[config.mk]
export PLATFORM = sky130hd
export DESIGN_NAME = miller_rabin_prime_test_64
export DESIGN_NICKNAME = d
export VERILOG_FILES = /design/src/mrpt_pkg.sv /design/src/mrpt_modmul.sv /design/src/miller_rabin_prime_test_64.sv
export SDC_FILE = /design/constraint.sdc
export NUM_CORES = 2
export LEC_CHECK = 0
export ABC_AREA = 1
export BUFFER_PORTS_ARGS = -buffer_cell sky130_fd_sc_hd__buf_2
export CORE_UTILIZATION = 35
export CTS_BUF_LIST = sky130_fd_sc_hd__clkbuf_2 sky130_fd_sc_hd__clkbuf_4 sky130_fd_sc_hd__clkbuf_8
export CTS_CLUSTER_DIAMETER = 120
export DETAILED_ROUTE_END_ITERATION = 16
export GPL_ROUTABILITY_DRIVEN = 0
export PLACE_DENSITY_LB_ADDON = 0.08
export SLEW_MARGIN = 40
export SYNTH_ARGS = -nofsm -noshare
export SYNTH_HDL_FRONTEND = slang
export SYNTH_SLANG_ARGS = --single-unit
[constraint.sdc]
create_clock -name clk_i -period 23.8 [get_ports clk_i]
set_clock_uncertainty 0.15 [all_clocks]
set_input_delay 7.14 -clock clk_i [delete_from_list [all_inputs] [get_ports clk_i]]
set_output_delay 7.14 -clock clk_i [all_outputs]
set_load 0.01 [all_outputs]
[src/mrpt_pkg.sv]
// Shared types and constants for the 64-bit Miller-Rabin prime test.
package mrpt_pkg;

  localparam int unsigned MaxRoundsDefault = 8;
  localparam int unsigned RoundsReset      = 5;
  localparam int unsigned WordW            = 31;
  localparam int unsigned DataW            = 64;

  typedef enum logic [1:0] {
    MM_MUL = 2'b01,
    MM_RED = 2'b10
  } mm_op_e;

  typedef struct packed {
    logic   start;
    mm_op_e op;
  } mm_req_t;

endpackage

[src/mrpt_modmul.sv]
// Bit-serial modular unit: x*y mod m by double-and-add, or y mod m by restoring shift-subtract.
module mrpt_modmul (
  input  logic                        clk_i,
  input  logic                        rst_ni,
  input  mrpt_pkg::mm_req_t           req_i,
  input  logic [mrpt_pkg::DataW-1:0]  x_i,
  input  logic [mrpt_pkg::DataW-1:0]  y_i,
  input  logic [mrpt_pkg::DataW-1:0]  m_i,
  output logic                        done_o,
  output logic [mrpt_pkg::DataW-1:0]  res_o
);

  localparam int unsigned W = mrpt_pkg::DataW;

  logic         busy_q, busy_d;
  logic         red_q, red_d;
  logic [5:0]   cnt_q, cnt_d;
  logic [W-1:0] acc_q, acc_d;
  logic [W-1:0] x_q, x_d;
  logic [W-1:0] y_q, y_d;
  logic [W-1:0] m_q, m_d;
  logic         done_q, done_d;

  logic [W:0]   dbl;
  logic [W-1:0] dbl_r;
  logic [W:0]   add;
  logic [W-1:0] add_r;
  logic [W:0]   sh;

  always_comb begin
    // doubling mod m; acc < m
    dbl   = {acc_q, 1'b0};
    dbl_r = (dbl >= {1'b0, m_q}) ? W'(dbl - {1'b0, m_q}) : dbl[W-1:0];
    add   = {1'b0, dbl_r} + {1'b0, x_q};
    add_r = (add >= {1'b0, m_q}) ? W'(add - {1'b0, m_q}) : add[W-1:0];
    sh    = {acc_q, y_q[W-1]};
  end

  always_comb begin
    busy_d = busy_q;
    red_d  = red_q;
    cnt_d  = cnt_q;
    acc_d  = acc_q;
    x_d    = x_q;
    y_d    = y_q;
    m_d    = m_q;
    done_d = 1'b0;
    if (req_i.start) begin
      busy_d = 1'b1;
      red_d  = (req_i.op == mrpt_pkg::MM_RED);
      cnt_d  = '1;
      acc_d  = '0;
      x_d    = x_i;
      y_d    = y_i;
      m_d    = m_i;
    end else if (busy_q) begin
      if (red_q) begin
        acc_d = (sh >= {1'b0, m_q}) ? W'(sh - {1'b0, m_q}) : sh[W-1:0];
      end else begin
        acc_d = y_q[W-1] ? add_r : dbl_r;
      end
      y_d   = {y_q[W-2:0], 1'b0};
      cnt_d = cnt_q - 6'd1;
      if (cnt_q == '0) begin
        busy_d = 1'b0;
        done_d = 1'b1;
      end
    end
  end

  always_ff @(posedge clk_i or negedge rst_ni) begin
    if (!rst_ni) begin
      busy_q <= 1'b0;
      done_q <= 1'b0;
    end else begin
      busy_q <= busy_d;
      done_q <= done_d;
    end
  end

  always_ff @(posedge clk_i) begin
    red_q <= red_d;
    cnt_q <= cnt_d;
    acc_q <= acc_d;
    x_q   <= x_d;
    y_q   <= y_d;
    m_q   <= m_d;
  end

  assign done_o = done_q;
  assign res_o  = acc_q;

endmodule

[src/miller_rabin_prime_test_64.sv]
// Top level of the 64-bit Miller-Rabin probable-prime test with its round sequencer.
// One transaction takes a candidate and eight 31-bit random words; candidates below 4
// go straight to the output state. Otherwise n-1 is first split into d * 2^s, then each
// round reduces its witness on the single bit-serial unit, which also does every modular
// multiply of the round; the rounds run one after another on that unit.
// busy is high for the whole test. The result is shown for one cycle with done_o and
// cannot be stalled.
module miller_rabin_prime_test_64 #(
  parameter int unsigned MaxRounds = mrpt_pkg::MaxRoundsDefault
) (
  input  logic                        clk_i,
  input  logic                        rst_ni,
  input  logic                        start,
  output logic                        busy,
  input  logic [mrpt_pkg::DataW-1:0]  candidate_i,
  input  logic [mrpt_pkg::WordW-1:0]  random_word_0_i,
  input  logic [mrpt_pkg::WordW-1:0]  random_word_1_i,
  input  logic [mrpt_pkg::WordW-1:0]  random_word_2_i,
  input  logic [mrpt_pkg::WordW-1:0]  random_word_3_i,
  input  logic [mrpt_pkg::WordW-1:0]  random_word_4_i,
  input  logic [mrpt_pkg::WordW-1:0]  random_word_5_i,
  input  logic [mrpt_pkg::WordW-1:0]  random_word_6_i,
  input  logic [mrpt_pkg::WordW-1:0]  random_word_7_i,
  input  logic                        cfg_valid_i,
  output logic                        cfg_ready_o,
  input  logic [3:0]                  cfg_rounds_i,
  output logic                        done_o,
  output logic                        probably_prime_o,
  output logic [3:0]                  deciding_round_o,
  output logic                        decided_directly_o
);

  localparam int unsigned W = mrpt_pkg::DataW;

  typedef enum logic [8:0] {
    S_IDLE  = 9'b000000001,
    S_SPLIT = 9'b000000010,
    S_ROUND = 9'b000000100,
    S_WRED  = 9'b000001000,
    S_PMUL  = 9'b000010000,
    S_PSQR  = 9'b000100000,
    S_CHK   = 9'b001000000,
    S_SQR   = 9'b010000000,
    S_OUT   = 9'b100000000
  } state_e;

  state_e state_q, state_d;

  logic [3:0]         rounds_q;
  logic [W-1:0]       n_q, n_d;
  logic [W-1:0]       d_q, d_d;
  logic [W-1:0]       e_q, e_d;
  logic [W-1:0]       b_q, b_d;
  logic [W-1:0]       x_q, x_d;
  logic [6:0]         s_q, s_d;
  logic [6:0]         r_q, r_d;
  logic [3:0]         rnd_q, rnd_d;
  logic [3:0]         cnt_q, cnt_d;
  logic [mrpt_pkg::WordW-1:0] words_q [8];
  logic               pp_q, pp_d;
  logic [3:0]         dr_q, dr_d;
  logic               dd_q, dd_d;
  logic               sent_q, sent_d;

  mrpt_pkg::mm_req_t  mm_req;
  logic [W-1:0]       mm_x, mm_y, mm_m;
  logic               mm_done;
  logic [W-1:0]       mm_res;

  logic               accept;
  logic [W-1:0]       nm1;

  assign accept      = start && !busy;
  assign busy        = (state_q != S_IDLE);
  assign cfg_ready_o = (state_q == S_IDLE);
  assign nm1         = n_q - W'(1);

  mrpt_modmul u_modmul (
    .clk_i  (clk_i),
    .rst_ni (rst_ni),
    .req_i  (mm_req),
    .x_i    (mm_x),
    .y_i    (mm_y),
    .m_i    (mm_m),
    .done_o (mm_done),
    .res_o  (mm_res)
  );

  always_comb begin
    state_d = state_q;
    n_d = n_q; d_d = d_q; e_d = e_q; b_d = b_q; x_d = x_q;
    s_d = s_q; r_d = r_q; rnd_d = rnd_q; cnt_d = cnt_q;
    pp_d = pp_q; dr_d = dr_q; dd_d = dd_q;
    sent_d = 1'b0;
    mm_req.start = 1'b0;
    mm_req.op    = mrpt_pkg::MM_MUL;
    mm_x = x_q;
    mm_y = b_q;
    mm_m = n_q;
    case (state_q)
      S_IDLE: begin
        if (accept) begin
          n_d = candidate_i;
          d_d = candidate_i - W'(1);
          s_d = '0;
          rnd_d = '0;
          cnt_d = (rounds_q > 4'(MaxRounds)) ? 4'(MaxRounds) : rounds_q;
          dr_d = 4'd8;
          if (candidate_i < W'(4)) begin
            pp_d = (candidate_i == W'(2)) || (candidate_i == W'(3));
            dd_d = 1'b1;
            state_d = S_OUT;
          end else begin
            pp_d = 1'b1;
            dd_d = 1'b0;
            state_d = S_SPLIT;
          end
        end
      end
      S_SPLIT: begin
        if (d_q[0]) begin
          state_d = S_ROUND;
        end else begin
          d_d = d_q >> 1;
          s_d = s_q + 7'd1;
        end
      end
      S_ROUND: begin
        if (rnd_q >= cnt_q) begin
          state_d = S_OUT;
        end else begin
          mm_req.start = 1'b1;
          mm_req.op    = mrpt_pkg::MM_RED;
          mm_x = '0;
          mm_y = {33'd0, words_q[rnd_q[2:0]]};
          mm_m = n_q - W'(3);
          state_d = S_WRED;
        end
      end
      S_WRED: begin
        if (mm_done) begin
          b_d = mm_res + W'(2);
          x_d = W'(1);
          e_d = d_q;
          state_d = S_PMUL;
          mm_req.start = 1'b1;
          mm_x = W'(1);
          mm_y = mm_res + W'(2);
        end
      end
      S_PMUL: begin
        if (mm_done) begin
          if (e_q[0]) x_d = mm_res;
          mm_req.start = 1'b1;
          mm_x = b_q;
          mm_y = b_q;
          state_d = S_PSQR;
        end
      end
      S_PSQR: begin
        if (mm_done) begin
          b_d = mm_res;
          e_d = e_q >> 1;
          if ((e_q >> 1) == '0) begin
            r_d = 7'd1;
            state_d = S_CHK;
          end else begin
            mm_req.start = 1'b1;
            mm_x = x_q;
            mm_y = mm_res;
            state_d = S_PMUL;
          end
        end
      end
      S_CHK: begin
        if (x_q == W'(1) || x_q == nm1) begin
          rnd_d = rnd_q + 4'd1;
          state_d = S_ROUND;
        end else if (r_q >= s_q) begin
          pp_d = 1'b0;
          dr_d = rnd_q;
          state_d = S_OUT;
        end else begin
          mm_req.start = 1'b1;
          mm_x = x_q;
          mm_y = x_q;
          state_d = S_SQR;
        end
      end
      S_SQR: begin
        if (mm_done) begin
          x_d = mm_res;
          r_d = r_q + 7'd1;
          if (mm_res == nm1) begin
            rnd_d = rnd_q + 4'd1;
            state_d = S_ROUND;
          end else if (r_q + 7'd1 >= s_q) begin
            pp_d = 1'b0;
            dr_d = rnd_q;
            state_d = S_OUT;
          end else begin
            mm_req.start = 1'b1;
            mm_x = mm_res;
            mm_y = mm_res;
          end
        end
      end
      S_OUT: begin
        sent_d = 1'b1;
        state_d = S_IDLE;
      end
      default: state_d = S_IDLE;
    endcase
  end

  always_ff @(posedge clk_i or negedge rst_ni) begin
    if (!rst_ni) begin
      state_q  <= S_IDLE;
      rounds_q <= 4'(mrpt_pkg::RoundsReset);
      sent_q   <= 1'b0;
    end else begin
      state_q <= state_d;
      sent_q  <= sent_d;
      if (cfg_valid_i && cfg_ready_o) rounds_q <= cfg_rounds_i;
    end
  end

  always_ff @(posedge clk_i) begin
    n_q <= n_d; d_q <= d_d; e_q <= e_d; b_q <= b_d; x_q <= x_d;
    s_q <= s_d; r_q <= r_d; rnd_q <= rnd_d; cnt_q <= cnt_d;
    pp_q <= pp_d; dr_q <= dr_d; dd_q <= dd_d;
    if (accept) begin
      words_q[0] <= random_word_0_i;
      words_q[1] <= random_word_1_i;
      words_q[2] <= random_word_2_i;
      words_q[3] <= random_word_3_i;
      words_q[4] <= random_word_4_i;
      words_q[5] <= random_word_5_i;
      words_q[6] <= random_word_6_i;
      words_q[7] <= random_word_7_i;
    end
  end

  assign done_o             = sent_q;
  assign probably_prime_o   = pp_q;
  assign deciding_round_o   = dr_q;
  assign decided_directly_o = dd_q;

  a_done_idle: assert property (@(posedge clk_i) disable iff (!rst_ni)
    done_o |-> !busy) else $error("result while busy");
  a_direct_none: assert property (@(posedge clk_i) disable iff (!rst_ni)
    done_o && decided_directly_o |-> deciding_round_o == 4'd8) else $error("bad direct round");
  a_prime_none: assert property (@(posedge clk_i) disable iff (!rst_ni)
    done_o && probably_prime_o |-> deciding_round_o == 4'd8) else $error("bad prime round");

endmodule
==> summary.txt <==
Placed design
  – Placed cells: around 13000
  – IO Port Bufs: around 330
  – Detailed Place HPWL: between 200 and 300 mm

STA
  – Final period util: ~47%
  – Worst slew pin tran: 968.9 ps
  – Relative slew slack: roughly a third
  – Setup TNS: 0 ps
  – Max Slew Vio Count: 0
  – RSZ-0062 raised after global routing: no
  – Min Tclk post-route: between 10000 and 15000 ps
  – F_max: between 90 and 100 MHz
  – Final-report setup violation count: 0
  – Fin. Hold Viols: 0

Outcome
  – Status: completed

Yosys
  – Primary FF master, synth: edfxtp_1
  – Synth warn: 0
  – Post-synth EDFFs: a little under 800
  – Net Count, Synth: approximately 11000
  – Mapped Area: 70930 µm²
  – Cell count after synthesis: approximately 10000
  – Avg Cell Area, Syn: 7.002 µm²
  – Seq cells post-synth: ~880
  – Register area share after synthesis: between 30% and 40%
  – Synth async-reset ratio: under 10%
  – Post-synthesis cell type count: 64

Global route
  – GRT Total Usage: 35.08%
  – GRT overflow: 0
  – Antenna violations before repair: 30
  – Vias in the first global route: between 70000 and 80000
  – Largest net degree at the start of global routing: 186
  – First-pass GRT wire length: approximately 520 mm

Drt
  – Vias/cell: between 5 and 6
  – ANT nets after route: 0
  – Vias: 77390
  – Total wire length: 372.7 mm
  – DRT Pass-1 Iters: 10
  – DRC: 0
  – WL per Instance: 28.41 µm
  – DR iter-0 viols: ~11000

Cells and area
  – Commonest non-fill, non-tap cell in the layout: nand2_1
  – Area Growth Syn to Fin: 11.22%
  – Most frequent cells in the layout: nand2_1, inv_1, nor2_1, nand3_1, edfxtp_1
  – Post-layout net count: approximately 11000
  – Layout cell share with drive strength beyond 1: around 8.9%
  – Post-route insts no fill: ~13000

Clock network
  – Clock slew at the register clock pins of the worst setup and hold paths: about 60 ps
  – Skew-Pair Late Insertion Delay: 980 ps
  – Clock tree buffer depth: 3
  – Sink Count: 878
  – Cts repair resizes: 0
  – CTS tree: done
  – CTS Buf Count: approximately 160
  – Post-CTS Setup Bufs: 0
  – Hold buffers post-CTS: 0
  – Clock tree root buffer cell: clkbuf_8
  – H-tree depth: 4

Worst hold path
  – Hold Crit Class: flip-flop to flip-flop

Floorplanning
  – Core area: 200500 µm²
  – FP Rows: roughly 160
  – Die height: roughly 450 µm
  – Initial Util: a little over a third
  – Die W: about 450 µm
  – Full die area: about 200000 µm²
  – Top Ports: between 300 and 400

Power and ir drop
  – Peak VDD IR: around 0.00015 V
  – P per Cell Area: 167.4 nW/µm²
  – LEAKAGE: 32.79 nW

Setup path
  – Largest fanout on the critical path: 55
  – Critical Path AT: about 12000 ps
  – Max incr delay on CP: 830 ps
  – Startpoint types: flip-flop
  – Top cell by count, worst path: nand2_1
  – CP required: 24530 ps
  – Worst path bufs/invs: 9
  – Critical path endpoint category: flip-flop
  – Critical-path top delay cell: dfxtp_1
  – Setup Crit Path Kind: flip-flop to flip-flop
  – CP top delay family: simple AND/OR/NAND/NOR gates

Flow run
  – Max-Cap Viols: 0
[metrics by stage]
| step | cell area, µm² | setup WS [ps] | power (mW) | hold slack [ps] | util [%] |
|---|---|---|---|---|---|
| after floorplan | 70930 | 2469 | 8.121 | 309.7 | - |
| after global placement | 75350 | 13090 | 11.23 | 317.1 | 37.58 |
| after detailed placement | 75520 | 13160 | 11.22 | 329.4 | 37.67 |
| after CTS | 78740 | 13170 | 12.82 | 338.1 | 39.28 |
| after global routing | 78880 | 12270 | 13.94 | 345.2 | 39.34 |
| final | 78880 | 12700 | 13.20 | 331.4 | 39.35 |
[worst reg2reg max path: cells and delay by family, from the launching register on]
| kind | cells | cell delay [ps] |
|---|---|---|
| simple gates | 20 | 4190 |
| compound gates | 10 | 2540 |
| buf+inv | 9 | 1970 |
| fa+ha+maj | 3 | 1090 |
| flops | 1 | 830 |
| xor+xnor | 1 | 250 |
[cell families after synthesis]
| kind of cell | after synthesis | share of synthesized area, % |
|---|---|---|
| adders and majority gates | 226 | 4.029 |
| AOI/OAI and AO/OA | 1898 | 15.21 |
| buffers and inverters | 1634 | 8.826 |
| xor gates and xnor gates | 379 | 4.719 |
| DFF | 878 | 36.04 |
| and+or+nand+nor | 5115 | 31.18 |
[metal layers]
metal	GRT usage [%]	part of all wire, %
met1	46.07	40
met3	9.737	12
met5	0.2332	0.064
met2	51.27	41
met4	20.46	6.9
[layout make-up]
class	instances	area (µm²)
Timing Repair Buffer	462	2833
Clock buffer	216	2629
Inverter	1218	4581
Antenna cell	5	12.51
Fill cell	21330	121600
Tap cell	2656	3323
Multi-Input combinational cell	7618	39340
Clock inverter	67	596.8
Sequential cell	878	25570
[state kept, by name, indices dropped and copies added (netlist names), 6 cells and up, named ones only]
signal,cells
u_modmul.y_q,64
u_modmul.m_q,64
d_q,64
b_q,64
s_q,7
r_q,7
u_modmul.res_o,64
words_q,248
x_q,64
n_q,64
u_modmul.x_q,64
state_q,9
u_modmul.cnt_q,6
e_q,64
[Yosys cell counts (7+ instances only)]
library cell  count  area share (%)
xnor2_1          82             1.0
edfxtp_1        789              33
a221oi_1         24            0.30
or2_2            47            0.41
clkbuf_1        306             1.6
ha_1            222             3.9
nor3_1          110            0.78
nor2_2           28            0.25
inv_2            22            0.12
dfrtp_1          13            0.46
a31oi_1          51            0.45
buf_2            44            0.31
nand2_2          26            0.23
a21boi_0         15            0.16
nor2_1         1157             6.1
o21ai_0         792             5.6
a32o_1           33            0.47
buf_1            54            0.29
o21ai_1          19            0.13
inv_1          1180             6.2
o21a_1           79            0.84
xor2_1          295             3.6
nand4_1         228             2.0
o221ai_1         21            0.26
a21o_1           26            0.28
o31ai_1          11            0.12
buf_6             7            0.11
o21bai_1         37            0.39
o211ai_1        102             1.1
a211oi_1          9           0.095
nand3b_1         42            0.44
clkinv_1         16           0.085
dfxtp_1          73             2.1
nand3_1         955             6.7
a22oi_1          21            0.22
nand2_1        2400              13
and3_1           10           0.088
o2111ai_1         7           0.086
nor2_4           22            0.35
o22ai_1          35            0.31
a21oi_1         604             4.3
nor4_1           55            0.49
[worst paths after layout]
kind	slack [ps]	from	to	cells past startpoint
max	12700	u_modmul.res_o[53]	u_modmul.res_o[22]	43
min reg2reg	330	rounds_q[3]	cnt_q[3]	0
min in group asynchronous	5960	rst_ni	done_o	1
min	330	rounds_q[3]	cnt_q[3]	0
max reg2reg	12700	u_modmul.res_o[53]	u_modmul.res_o[22]	43
max in group asynchronous	17200	rst_ni	state_q[0]	1
[power breakdown]
part           total [mW]  internal (mW)  switching [mW]  leakage (nW)
registers            2.45           2.13           0.320          8.06
logic                9.23           2.62            6.61          23.0
clock network        1.53          0.802           0.725          1.70
total                13.2           5.55            7.66          32.8
Power figures use the tool's default switching activity.
